**src/design/ntc_pkg.sv**
```systemverilog
// ============================================================================
// ntc_pkg
// Types, codes and per-stage conversion functions for the numeric type
// converter pipeline.
// ============================================================================
package ntc_pkg;

  // Type codes
  localparam logic [3:0] TY_F32   = 4'd8;
  localparam logic [3:0] TY_C64   = 4'd10;
  localparam logic [3:0] TY_LIMIT = 4'd12;

  // Status codes
  localparam logic [1:0] ST_OK    = 2'd0;
  localparam logic [1:0] ST_SAT   = 2'd1;
  localparam logic [1:0] ST_UNSUP = 2'd2;

  // Configuration register indexes
  localparam logic CFG_SOURCE = 1'b0;
  localparam logic CFG_TARGET = 1'b1;

  typedef enum logic [1:0] {K_ZERO, K_FIN, K_INF, K_NAN} kind_t;

  // Decoded value: mant * 2^exp, NaN payload left-justified in 52 bits
  typedef struct packed {
    kind_t              kind;
    logic               neg;
    logic               isint;
    logic [63:0]        mant;
    logic signed [12:0] exp;
    logic [51:0]        pl;
  } num_t;

  // Normalized value plus integer-target magnitude
  typedef struct packed {
    kind_t              kind;
    logic               neg;
    logic               isint;
    logic [63:0]        mant;
    logic [63:0]        m;
    logic signed [12:0] be;
    logic [51:0]        pl;
    logic [63:0]        mag;
    logic               ovf;
  } nrm_t;

  // Float lane after the rounding shift
  typedef struct packed {
    kind_t              kind;
    logic               neg;
    logic [51:0]        pl;
    logic signed [12:0] be;
    logic [53:0]        kept;
    logic               rnd;
    logic               sticky;
    logic               ovfl;
    logic               zero_out;
  } rnd_t;

  typedef struct packed {
    logic       unsup;
    logic [3:0] tcode;
    logic       quiet;
    num_t       re;
    num_t       im;
  } s1_t;

  typedef struct packed {
    logic       unsup;
    logic [3:0] tcode;
    logic       quiet;
    nrm_t       re;
    nrm_t       im;
  } s2_t;

  typedef struct packed {
    logic        unsup;
    logic [3:0]  tcode;
    logic        quiet;
    logic [63:0] int_res;
    logic        int_sat;
    rnd_t        re;
    rnd_t        im;
  } s3_t;

  function automatic logic [63:0] width_mask(logic [1:0] wc);
    logic [63:0] r;
    unique case (wc)
      2'd0:    r = 64'h0000_0000_0000_00FF;
      2'd1:    r = 64'h0000_0000_0000_FFFF;
      2'd2:    r = 64'h0000_0000_FFFF_FFFF;
      default: r = 64'hFFFF_FFFF_FFFF_FFFF;
    endcase
    return r;
  endfunction

  function automatic logic is_single(logic [3:0] code);
    return (code == TY_F32) || (code == TY_C64);
  endfunction

  function automatic logic [5:0] frac_bits(logic [3:0] code);
    return is_single(code) ? 6'd23 : 6'd52;
  endfunction

  // Unpack raw bits of the source type
  function automatic num_t ntc_decode(logic [3:0] code, logic [63:0] bits);
    num_t        v;
    logic [63:0] b;
    logic        sb;
    logic [10:0] e;
    logic [51:0] f;
    logic        sgl;
    v = '0;
    v.kind = K_ZERO;
    if (code < TY_F32) begin
      b = bits & width_mask(code[1:0]);
      unique case (code[1:0])
        2'd0:    sb = b[7];
        2'd1:    sb = b[15];
        2'd2:    sb = b[31];
        default: sb = b[63];
      endcase
      v.isint = 1'b1;
      if (!code[2] && sb) begin
        v.neg = 1'b1;
        b = (64'd0 - b) & width_mask(code[1:0]);
      end
      v.mant = b;
      v.kind = (b != 64'd0) ? K_FIN : K_ZERO;
    end else begin
      sgl = is_single(code);
      if (sgl) begin
        e = {3'b000, bits[30:23]};
        f = {29'd0, bits[22:0]};
        v.neg = bits[31];
      end else begin
        e = bits[62:52];
        f = bits[51:0];
        v.neg = bits[63];
      end
      if (e == (sgl ? 11'd255 : 11'd2047)) begin
        if (f == 52'd0) begin
          v.kind = K_INF;
        end else begin
          v.kind = K_NAN;
          v.pl = sgl ? {f[22:0], 29'd0} : f;
        end
      end else if (e == 11'd0) begin
        if (f != 52'd0) begin
          v.kind = K_FIN;
          v.mant = {12'd0, f};
          v.exp = sgl ? -13'sd149 : -13'sd1074;
        end
      end else begin
        v.kind = K_FIN;
        v.mant = {12'd0, f} | (sgl ? (64'd1 << 23) : (64'd1 << 52));
        v.exp = $signed({2'b00, e}) - (sgl ? 13'sd150 : 13'sd1075);
      end
    end
    return v;
  endfunction

  // Normalize and form the integer-target magnitude
  function automatic nrm_t ntc_norm(num_t v);
    nrm_t               n;
    logic [6:0]         lz;
    logic signed [12:0] ne;
    n = '0;
    lz = 7'd0;
    for (int i = 0; i < 64; i++) begin
      if (v.mant[i]) lz = 7'(63 - i);
    end
    n.kind  = v.kind;
    n.neg   = v.neg;
    n.isint = v.isint;
    n.mant  = v.mant;
    n.pl    = v.pl;
    n.m     = v.mant << lz[5:0];
    n.be    = v.exp + 13'sd63 - $signed({6'd0, lz});
    ne      = 13'sd0 - v.exp;
    if (v.exp >= 13'sd0) begin
      if (v.exp >= 13'sd64) begin
        n.ovf = 1'b1;
      end else if (v.exp == 13'sd0) begin
        n.mag = v.mant;
      end else begin
        n.ovf = (v.mant >> (7'd64 - v.exp[6:0])) != 64'd0;
        n.mag = v.mant << v.exp[5:0];
      end
    end else if (v.exp > -13'sd64) begin
      n.mag = v.mant >> ne[5:0];
    end
    return n;
  endfunction

  // Align to the target fraction and pick round and sticky bits
  function automatic rnd_t ntc_round(nrm_t n, logic [3:0] tcode);
    rnd_t               r;
    logic               sgl;
    logic signed [12:0] be;
    logic signed [12:0] sh;
    logic [6:0]         sh7;
    logic [5:0]         sm1;
    logic [63:0]        kf;
    sgl = is_single(tcode);
    r = '0;
    r.kind = n.kind;
    r.neg  = n.neg;
    r.pl   = n.pl;
    be = n.be + (sgl ? 13'sd127 : 13'sd1023);
    r.be = be;
    r.ovfl = be >= (sgl ? 13'sd255 : 13'sd2047);
    sh = 13'sd63 - $signed({7'd0, frac_bits(tcode)}) + ((be < 13'sd1) ? (13'sd1 - be) : 13'sd0);
    r.zero_out = sh >= 13'sd65;
    sh7 = sh[6:0];
    sm1 = 6'(sh7 - 7'd1);
    kf = (sh7 == 7'd64) ? 64'd0 : (n.m >> sh7[5:0]);
    r.kept   = kf[53:0];
    r.rnd    = n.m[sm1];
    r.sticky = (n.m & ((64'd1 << sm1) - 64'd1)) != 64'd0;
    return r;
  endfunction

  // Integer target: wrap integers, truncate and saturate floats
  function automatic logic [64:0] ntc_int_enc(nrm_t n, logic [3:0] tcode);
    logic [63:0] mask;
    logic [63:0] lim;
    logic [63:0] res;
    logic        st;
    logic        ovf;
    mask = width_mask(tcode[1:0]);
    lim  = (mask >> 1) + 64'd1;
    res  = 64'd0;
    st   = 1'b0;
    ovf  = n.ovf || (n.kind == K_INF);
    if (n.kind == K_ZERO) begin
      res = 64'd0;
    end else if (n.kind == K_NAN) begin
      st = 1'b1;
    end else if (n.isint) begin
      res = (n.neg ? (64'd0 - n.mant) : n.mant) & mask;
    end else if (!tcode[2]) begin
      if (n.neg) begin
        if (ovf || n.mag > lim) begin
          st = 1'b1;
          res = lim;
        end else begin
          res = (64'd0 - n.mag) & mask;
        end
      end else if (ovf || n.mag > lim - 64'd1) begin
        st = 1'b1;
        res = lim - 64'd1;
      end else begin
        res = n.mag;
      end
    end else if (n.neg) begin
      st = ovf || (n.mag != 64'd0);
    end else if (ovf || n.mag > mask) begin
      st = 1'b1;
      res = mask;
    end else begin
      res = n.mag;
    end
    return {st, res};
  endfunction

  // Round, handle carry-out and pack the float result
  function automatic logic [63:0] ntc_pack(rnd_t r, logic [3:0] tcode, logic quiet);
    logic               sgl;
    logic [53:0]        k2;
    logic signed [12:0] be2;
    logic [51:0]        frac;
    logic [10:0]        ex;
    logic               inf;
    logic               zero;
    sgl  = is_single(tcode);
    k2   = r.kept + {53'd0, r.rnd && (r.sticky || r.kept[0])};
    be2  = r.be;
    frac = 52'd0;
    ex   = 11'd0;
    inf  = 1'b0;
    zero = 1'b0;
    unique case (r.kind)
      K_ZERO: zero = 1'b1;
      K_INF:  inf = 1'b1;
      K_NAN: begin
        ex = 11'h7FF;
        frac = sgl ? {29'd0, r.pl[51:29]} : r.pl;
        if (quiet || frac == 52'd0) begin
          frac = frac | (sgl ? (52'd1 << 22) : (52'd1 << 51));
        end
      end
      default: begin
        if (r.ovfl) begin
          inf = 1'b1;
        end else if (r.zero_out) begin
          zero = 1'b1;
        end else if (r.be < 13'sd1) begin
          // subnormal: a carry into the hidden bit lands on the minimum normal
          ex = sgl ? {10'd0, k2[23]} : {10'd0, k2[52]};
          frac = sgl ? {29'd0, k2[22:0]} : k2[51:0];
        end else begin
          if (sgl ? k2[24] : k2[53]) begin
            k2 = k2 >> 1;
            be2 = be2 + 13'sd1;
          end
          if (be2 >= (sgl ? 13'sd255 : 13'sd2047)) begin
            inf = 1'b1;
          end else begin
            ex = be2[10:0];
            frac = sgl ? {29'd0, k2[22:0]} : k2[51:0];
          end
        end
      end
    endcase
    if (inf) begin
      ex = 11'h7FF;
      frac = 52'd0;
    end else if (zero) begin
      ex = 11'd0;
      frac = 52'd0;
    end
    if (sgl) return {32'd0, r.neg, ex[7:0], frac[22:0]};
    return {r.neg, ex, frac};
  endfunction

endpackage

```
**src/design/ntc_in_if.sv**
```systemverilog
// ============================================================================
// ntc_in_if
// Input element channel: valid/ready with raw real and imaginary bits.
// ============================================================================
interface ntc_in_if;
  logic        valid;
  logic        ready;
  logic [63:0] real_bits;
  logic [63:0] imag_bits;

  modport source (output valid, output real_bits, output imag_bits, input ready);
  modport sink   (input valid, input real_bits, input imag_bits, output ready);
endinterface

```
**src/design/ntc_out_if.sv**
```systemverilog
// ============================================================================
// ntc_out_if
// Result channel: valid/ready with converted bits and status.
// ============================================================================
interface ntc_out_if;
  logic        valid;
  logic        ready;
  logic [63:0] result_real;
  logic [63:0] result_imag;
  logic [1:0]  status;

  modport source (output valid, output result_real, output result_imag, output status,
                  input ready);
  modport sink   (input valid, input result_real, input result_imag, input status,
                  output ready);
endinterface

```
**src/design/numeric_type_converter.sv**
```systemverilog
// ============================================================================
// numeric_type_converter
// Element-wise conversion between integer, float and complex numeric types.
// ============================================================================
// Usage:
//   Write source_type (index 0) and target_type (index 1) through the cfg_
//   port while the block is idle, then stream elements on in_ch. Each beat
//   carries real_bits and imag_bits; each result beat on out_ch carries
//   result_real, result_imag and status.
//   Pipeline: decode, normalize, align/round-select, pack. Four register
//   stages: s1_r, s2_r, s3_r and the result registers that drive out_ch.
//   Throughput is one element per cycle while out_ch is ready; the two float
//   lanes and the integer path run side by side in every stage.
//   When out_ch stalls, stages fill up from the output back; in_ch.ready
//   drops only once every stage holds a beat. No beat is dropped or repeated.
//   Synchronous reset clears all stage valid bits and sets both type
//   registers to 0.
module numeric_type_converter (
  input  logic      clk,
  input  logic      rst_n,
  ntc_in_if.sink    in_ch,
  ntc_out_if.source out_ch,
  input  logic      cfg_we,
  input  logic      cfg_index,
  input  logic [3:0] cfg_wdata
);
  import ntc_pkg::*;

  logic [3:0] src_r, tgt_r;
  logic       v1_r, v2_r, v3_r, v4_r;
  logic       en1, en2, en3, en4;
  s1_t        s1_r, s1_nxt;
  s2_t        s2_r, s2_nxt;
  s3_t        s3_r, s3_nxt;
  logic [63:0] res_re_r, res_re_nxt;
  logic [63:0] res_im_r, res_im_nxt;
  logic [1:0]  st_r, st_nxt;
  logic [64:0] int_enc;

  // Configuration registers
  always_ff @(posedge clk) begin
    if (!rst_n) begin
      src_r <= 4'd0;
      tgt_r <= 4'd0;
    end else if (cfg_we) begin
      if (cfg_index == CFG_SOURCE) src_r <= cfg_wdata;
      if (cfg_index == CFG_TARGET) tgt_r <= cfg_wdata;
    end
  end

  // Stage advance: a stage moves when empty or when its successor moves
  assign en4 = !v4_r || out_ch.ready;
  assign en3 = !v3_r || en4;
  assign en2 = !v2_r || en3;
  assign en1 = !v1_r || en2;
  assign in_ch.ready = en1;

  // Stage 1: decode
  always_comb begin
    s1_nxt.unsup = (src_r >= TY_LIMIT) || (tgt_r >= TY_LIMIT);
    s1_nxt.tcode = tgt_r;
    s1_nxt.quiet = (src_r < TY_F32) || (is_single(src_r) != is_single(tgt_r));
    s1_nxt.re    = ntc_decode(src_r, in_ch.real_bits);
    s1_nxt.im    = ntc_decode(src_r, in_ch.imag_bits);
    if (src_r < TY_C64) begin
      s1_nxt.im = '0;
      s1_nxt.im.kind = K_ZERO;
    end
  end

  // Stage 2: normalize
  always_comb begin
    s2_nxt.unsup = s1_r.unsup;
    s2_nxt.tcode = s1_r.tcode;
    s2_nxt.quiet = s1_r.quiet;
    s2_nxt.re    = ntc_norm(s1_r.re);
    s2_nxt.im    = ntc_norm(s1_r.im);
  end

  // Stage 3: align for rounding, finish integer targets
  always_comb begin
    int_enc = ntc_int_enc(s2_r.re, s2_r.tcode);
    s3_nxt.unsup   = s2_r.unsup;
    s3_nxt.tcode   = s2_r.tcode;
    s3_nxt.quiet   = s2_r.quiet;
    s3_nxt.int_res = int_enc[63:0];
    s3_nxt.int_sat = int_enc[64];
    s3_nxt.re      = ntc_round(s2_r.re, s2_r.tcode);
    s3_nxt.im      = ntc_round(s2_r.im, s2_r.tcode);
  end

  // Stage 4: round, pack and select the result
  always_comb begin
    res_re_nxt = 64'd0;
    res_im_nxt = 64'd0;
    st_nxt     = ST_OK;
    if (s3_r.unsup) begin
      st_nxt = ST_UNSUP;
    end else if (s3_r.tcode < TY_F32) begin
      res_re_nxt = s3_r.int_res;
      st_nxt = s3_r.int_sat ? ST_SAT : ST_OK;
    end else begin
      res_re_nxt = ntc_pack(s3_r.re, s3_r.tcode, s3_r.quiet);
      if (s3_r.tcode >= TY_C64) res_im_nxt = ntc_pack(s3_r.im, s3_r.tcode, s3_r.quiet);
    end
  end

  // Valid bits
  always_ff @(posedge clk) begin
    if (!rst_n) begin
      v1_r <= 1'b0;
      v2_r <= 1'b0;
      v3_r <= 1'b0;
      v4_r <= 1'b0;
    end else begin
      if (en1) v1_r <= in_ch.valid;
      if (en2) v2_r <= v1_r;
      if (en3) v3_r <= v2_r;
      if (en4) v4_r <= v3_r;
    end
  end

  // Payload registers
  always_ff @(posedge clk) begin
    if (en1) s1_r <= s1_nxt;
    if (en2) s2_r <= s2_nxt;
    if (en3) s3_r <= s3_nxt;
    if (en4) begin
      res_re_r <= res_re_nxt;
      res_im_r <= res_im_nxt;
      st_r     <= st_nxt;
    end
  end

  assign out_ch.valid       = v4_r;
  assign out_ch.result_real = res_re_r;
  assign out_ch.result_imag = res_im_r;
  assign out_ch.status      = st_r;

  // Checks
  a_unsup_zero: assert property (@(posedge clk) disable iff (!rst_n)
    (v4_r && st_r == ST_UNSUP) |-> (res_re_r == 64'd0 && res_im_r == 64'd0))
    else $error("unsupported code gave nonzero result");

  a_imag_zero: assert property (@(posedge clk) disable iff (!rst_n)
    (v4_r && tgt_r < TY_C64 && $stable(tgt_r)) |-> (res_im_r == 64'd0))
    else $error("real target gave nonzero imaginary part");

  a_enter: assert property (@(posedge clk) disable iff (!rst_n)
    (in_ch.valid && in_ch.ready) |=> v1_r)
    else $error("accepted beat not captured");

  a_status: assert property (@(posedge clk) disable iff (!rst_n)
    v4_r |-> (st_r == ST_OK || st_r == ST_SAT || st_r == ST_UNSUP))
    else $error("bad status code");

endmodule

```
**src/flat_wrapper.sv**
```systemverilog
// flat-port wrapper written by rule: the top's interface ports become plain ports
module numeric_type_converter_flat import ntc_pkg::*;
  (clk, rst_n, cfg_we, cfg_index, cfg_wdata, in_ch_valid, in_ch_real_bits, in_ch_imag_bits, in_ch_ready, out_ch_valid, out_ch_result_real, out_ch_result_imag, out_ch_status, out_ch_ready);
  ntc_in_if in_ch_i ();
  ntc_out_if out_ch_i ();
  input  logic clk;
  input  logic rst_n;
  input  logic cfg_we;
  input  logic cfg_index;
  input  logic [3:0] cfg_wdata;
  input wire logic [$bits(in_ch_i.valid)-1:0] in_ch_valid;
  input wire logic [$bits(in_ch_i.real_bits)-1:0] in_ch_real_bits;
  input wire logic [$bits(in_ch_i.imag_bits)-1:0] in_ch_imag_bits;
  output wire logic [$bits(in_ch_i.ready)-1:0] in_ch_ready;
  output wire logic [$bits(out_ch_i.valid)-1:0] out_ch_valid;
  output wire logic [$bits(out_ch_i.result_real)-1:0] out_ch_result_real;
  output wire logic [$bits(out_ch_i.result_imag)-1:0] out_ch_result_imag;
  output wire logic [$bits(out_ch_i.status)-1:0] out_ch_status;
  input wire logic [$bits(out_ch_i.ready)-1:0] out_ch_ready;
  assign in_ch_i.valid = in_ch_valid;
  assign in_ch_i.real_bits = in_ch_real_bits;
  assign in_ch_i.imag_bits = in_ch_imag_bits;
  assign in_ch_ready = in_ch_i.ready;
  assign out_ch_valid = out_ch_i.valid;
  assign out_ch_result_real = out_ch_i.result_real;
  assign out_ch_result_imag = out_ch_i.result_imag;
  assign out_ch_status = out_ch_i.status;
  assign out_ch_i.ready = out_ch_ready;
  numeric_type_converter u_core (.clk(clk), .rst_n(rst_n), .in_ch(in_ch_i), .out_ch(out_ch_i), .cfg_we(cfg_we), .cfg_index(cfg_index), .cfg_wdata(cfg_wdata));
endmodule
```
**config.mk**
```make
export PLATFORM = sky130hd
export DESIGN_NAME = numeric_type_converter_flat
export DESIGN_NICKNAME = d
export VERILOG_FILES = /design/src/design/ntc_pkg.sv /design/src/design/ntc_in_if.sv /design/src/design/ntc_out_if.sv /design/src/design/numeric_type_converter.sv /design/src/flat_wrapper.sv
export SDC_FILE = /design/constraint.sdc
export NUM_CORES = 2
export LEC_CHECK = 0
export BUFFER_PORTS_ARGS = -buffer_cell sky130_fd_sc_hd__buf_2
export CAP_MARGIN = 15
export CORE_MARGIN = 2
export CORE_UTILIZATION = 50
export CTS_BUF_LIST = sky130_fd_sc_hd__clkbuf_2
export DETAILED_ROUTE_END_ITERATION = 7
export HOLD_SLACK_MARGIN = 0.03
export PLACE_DENSITY_LB_ADDON = 0.1
export SLEW_MARGIN = 40
export SYNTH_ARGS = -nofsm -noshare
export SYNTH_HDL_FRONTEND = slang
export SYNTH_SLANG_ARGS = --single-unit
```
**constraint.sdc**
```tcl
create_clock -name clk -period 22.1 [get_ports clk]
set_input_delay 3.315 -clock clk [delete_from_list [all_inputs] [get_ports clk]]
set_output_delay 3.315 -clock clk [all_outputs]
set_load 0.05 [all_outputs]
```
### Word level (Yosys, flattened, before mapping)

Cells that the tools add are included.

| word-level totals | value |
|---|---|
| output and inout port bits | 132 |
| logic and storage cells | 546 |
| flip-flop bits (word level) | 1136 |
| input port bits | 138 |

| operators by class | value |
|---|---|
| add/sub/neg operators | 29 |
| reduce and logical (&&, ||, !) cells | 67 |
| multiplexer cells | 311 |
| eq/ne operators | 23 |
| bitwise operators | 17 |
| shifts and indexed selects | 9 |
| order comparisons | 24 |

Operators by type and width:

| kind | number |
|---|---|
| two-way mux 64 bit | 28 |
| two-way mux 52 bit | 29 |
| two-way mux 6 bit | 129 |
| bitwise AND 64 bit | 8 |
| case mux 64 bit (3 select lines) | 2 |
| nonzero test 64 bit | 6 |
| two-way mux 77 bit | 4 |
| subtractor 1 x 64 -> 64 bit, first input constant | 4 |
| two-way mux 11 bit | 21 |
| two-way mux 13 bit | 17 |
| logical NOT 52 bit | 4 |
| case mux 52 bit (2 select lines) | 2 |
| > comparator 64 bit | 3 |
| left shift 64 x 6 -> 64 bit | 3 |
| subtractor 64 x 1 -> 64 bit, second input constant | 3 |
| two-way mux 65 bit | 2 |
| OR 52 x 64 -> 64 bit | 2 |
| left shift 1 x 6 -> 64 bit, first input constant | 2 |
| right shift 64 x 6 -> 54 bit | 2 |
| adder 54 x 1 -> 54 bit | 2 |
| OR 52 bit | 2 |
| nonzero test 52 bit | 2 |
| adder 63 x 1 -> 64 bit, second input constant | 1 |
| right shift 64 x 6 -> 64 bit | 1 |
| 48 further kinds | 201 |

### Longest topological paths before layout

| logic depth | value |
|---|---|
| word-level depth | 65 |
| depth in mapped cells | 40 |
| depth with buffers taken out | 32 |

### Worst setup path before layout

OpenSTA, ideal clock, no wires.

| timing path | value |
|---|---|
| path type | input-to-output |
| start | in out_ch_ready |
| end | out in_ch_ready |
| data required time | 18.785 ns |
| data arrival time | 9.553 ns |
| path buffers | 0 |
| cell stages on the path | 3 |
| path slack | 9.232 ns |
| cell sequence | nor2b_1 > and3_1 > nand2_1 |

| between the ends | value |
|---|---|
| word-level cells in the longest chain between the ends | 4 |

Ends and longest elaborated chain:

| what | RTL line | RTL |
|---|---|---|
| start: declaration | flat_wrapper.sv:19 | `input wire logic [$bits(out_ch_i.ready)-1:0] out_ch_ready;` |
| logical OR 1 bit | numeric_type_converter.sv:52 | `assign en4 = !v4_r \|\| out_ch.ready;` |
| logical OR 1 bit | numeric_type_converter.sv:53 | `assign en3 = !v3_r \|\| en4;` |
| logical OR 1 bit | numeric_type_converter.sv:54 | `assign en2 = !v2_r \|\| en3;` |
| logical OR 1 bit | numeric_type_converter.sv:55 | `assign en1 = !v1_r \|\| en2;` |
| end: declaration | flat_wrapper.sv:14 | `output wire logic [$bits(in_ch_i.ready)-1:0] in_ch_ready;` |

Every way passes these cells.

==> metrics.cfg <==
[route]
post-route-drc-count=29
via_count=93800
ant_nets=0
vias_per_cell=7.04
dr.first_iter.drc_count=16700
wl_cell_um=32.0
drt-total-wl_um=425000
detail_route.first_pass.iterations=8

[logic_synthesis]
ys.warnings.count=0
netlist_top_cells_area=sky130_fd_sc_hd__edfxtp_1, sky130_fd_sc_hd__mux2i_1, sky130_fd_sc_hd__nand2_1
synth_top_flop_cell=sky130_fd_sc_hd__edfxtp_1
syn_area_per_cell_um2=8.53
synth.most_common_cell=sky130_fd_sc_hd__nand2_1
syn-cell-area_mm2=0.0915
synth.lib_cells_used.distinct=108
async_reset_ff_share_pct=0
synth_sequential_area_ratio_pct=37.1
post_synth_edffs=1123
post_synth_inst_count=10700
synth_top_area_cell=sky130_fd_sc_hd__edfxtp_1
synth-seq-cells=1135
synthTopCellsByCount=sky130_fd_sc_hd__nand2_1, sky130_fd_sc_hd__nor2_1, sky130_fd_sc_hd__edfxtp_1, sky130_fd_sc_hd__a21oi_1, sky130_fd_sc_hd__o21ai_0
synth_top_area_share_pct=36.8

[setup_path]
worst-r2r-cell-count=30
crit_path_end_kind=flop
r2r_setup_slack_ns=10.66
critical-path-max-stage-delay_ns=0.81
setup.worst_path.start_class=flop
worstSetupPathType=reg -> reg
crit_arrival_ns=12.88
path_max_fanout=40
cp.required_ns=23.54
timing.rr.end=u_core.s3_r[128]$_DFFE_PP_
rr_startpoint=u_core.s2_r[527]$_DFFE_PP_
cp_slowest_cell=sky130_fd_sc_hd__edfxtp_1
cp-startpoint=u_core.s2_r[527]$_DFFE_PP_

[die]
dieHeight_um=432
fp.coreArea_mm2=0.182
die_w_um=432
die_area_mm2=0.186
placementRows=157
initial_utilization_pct=50.2
boundaryPins=270

[min_path]
hold-path-cell-count=0
hold_start=u_core.s2_r[368]$_DFFE_PP_
min_path_type=reg -> reg
min_to=u_core.s3_r[238]$_DFFE_PP_

[final_layout]
finalCoreUtilization_pct=53.7
non_filler_instance_count_after_layout=13300
drive_gt1_share_pct=12.4
finalNetCount=11000
area.growth.synth_to_final_pct=7.00

[job]
max_cap_viol_count=0

[timing]
totalNegativeSetupSlack_ns=0
final-max-slew-violation-count=0
setup_slack_ns=10.66
finalSetupViolCount=0
max_freq_mhz=87.4
hold_viol_final=0
period_share_pct=51.8
final.setup_skew_ns=0.379
rsz0062_at_grt=no
max_slew_headroom_pct=12.4
worst_slew_pin_slew_ns=1.31
period_needed_ns=11.44

[place]
hpwlAfterDp_um=321000
pre_cts_slack_ns=10.77
placement.io_buffers=269
place.gp.congestion=1.11
numPlacedInstances=12800

[pwr]
power_per_cell_area_mw_per_mm2=108
vdd_ir_drop_max_mv=0.419
power.leakage_nw=38.9

[clock_network]
clkTransAtPathRegs_ns=0.10
cts_tree=done
post_cts.repair.setup_buffers=0
worst_skew_pair.late_latency_ns=2.01
clkSinkCount=1135
cts-hold-fix-buffers=0
cts.path.max_buffers=4
h-tree-depth=5
ctsResizeCount=0
ctsRootBufferMaster=sky130_fd_sc_hd__clkbuf_2
cts_buffers=308

[run_status]
failed_checks=design-rule violations
outcome=finished, violations left

[global_routing]
antenna_found_initial=41
track_usage_pct=43.9
grt_remaining_overflow=0
grt_first_pass_wirelength_um=598000
grt_max_degree=162
grt_pass1_vias=84100

==> state kept, by name (all words and copies together) (netlist names), 2 cells and up <==
name	flops
u_core.out_ch.result_imag	64
u_core.s2_r	400
u_core.out_ch.result_real	64
u_core.src_r	4
u_core.tgt_r	4
u_core.s3_r	323
u_core.s1_r	270
u_core.out_ch.status	2
==> cells in the final DEF, fill, tap and decap left out, types with 169 or more instances in the layout <==
cell                       count
sky130_fd_sc_hd__o21ai_0     767
sky130_fd_sc_hd__ha_1        169
sky130_fd_sc_hd__nand3_1     370
sky130_fd_sc_hd__buf_4       192
sky130_fd_sc_hd__a21oi_1     790
sky130_fd_sc_hd__edfxtp_1   1123
sky130_fd_sc_hd__buf_2       275
sky130_fd_sc_hd__mux2i_1     596
sky130_fd_sc_hd__nor2_1     1191
sky130_fd_sc_hd__and2_1      177
sky130_fd_sc_hd__xnor2_1     232
sky130_fd_sc_hd__a211oi_1    174
sky130_fd_sc_hd__clkbuf_2    414
sky130_fd_sc_hd__nand2_1    1381
sky130_fd_sc_hd__nor3_1      301
==> logic make-up after synthesis <==
logic type / count (synthesis) / synth area share [%]
mux: 808 / 10.5
simple gates: 4187 / 20.9
xor+xnor: 406 / 3.94
buf+inv: 1022 / 4.26
fa+ha+maj: 176 / 2.44
compound gates: 2999 / 20.9
other cells: 2 / 0.00821
flops: 1135 / 37.1
==> worst max-delay path by stage <==
stage	to	slack (ns)	depth (start not counted)
detailed placement	u_core.s3_r[128]$_DFFE_PP_	10.77	32
global placement	u_core.s3_r[128]$_DFFE_PP_	10.65	32
floorplan	in_ch_ready	9.23	3
CTS	u_core.s3_r[128]$_DFFE_PP_	10.76	32
global route	u_core.s3_r[128]$_DFFE_PP_	9.98	30
finish	u_core.s3_r[128]$_DFFE_PP_	10.66	30
==> through the flow <==
stage | instance area (um^2) | hold slack, ns | total power [mW]
detailed placement | 95000 | 0.405 | 8.82
floorplan | 91600 | 0.400 | 6.84
CTS | 97600 | 0.207 | 10.3
global route | 97900 | 0.204 | 11.0
global placement | 94500 | 0.401 | 8.78
finish | 97900 | 0.190 | 10.6
==> layout make-up <==
| class | instances | area (um^2) |
|---|---|---|
| Antenna cell | 34 | 85.1 |
| Clock buffer | 414 | 2070 |
| Clock inverter | 84 | 528 |
| Fill cell | 17000 | 84600 |
| Inverter | 166 | 637 |
| Multi-Input combinational cell | 8588 | 54300 |
| Sequential cell | 1135 | 34000 |
| Tap cell | 2385 | 2980 |
| Timing Repair Buffer | 509 | 3380 |
==> worst max-delay path: cells and delay by family (launching register included) <==
kind	cells	cell delay [ns]
AO/OA/AOI/OAI	6	2.03
adder cells (fa/ha/maj)	4	2.04
buffers and inverters	5	1.91
flip-flops	1	0.81
multiplexers	1	0.16
AND/OR/NAND/NOR	14	4.16
==> routing by layer <==
layer  GRT usage [%]  wire [um]  up-vias
met5               0        338        -
met4            23.5      27100       28
met3            15.3      65400     1225
met2            57.7     164000     7582
met1            62.4     169000    44600
li1                -          -    40300
==> power breakdown <==
part           leakage (nW)  switching [mW]  internal [mW]
clock network          2.00           0.891          0.587
registers              13.5           0.491           2.71
logic                  23.4            3.98           1.90
total                  38.9            5.36           5.19
Power figures use the tool's default switching activity.
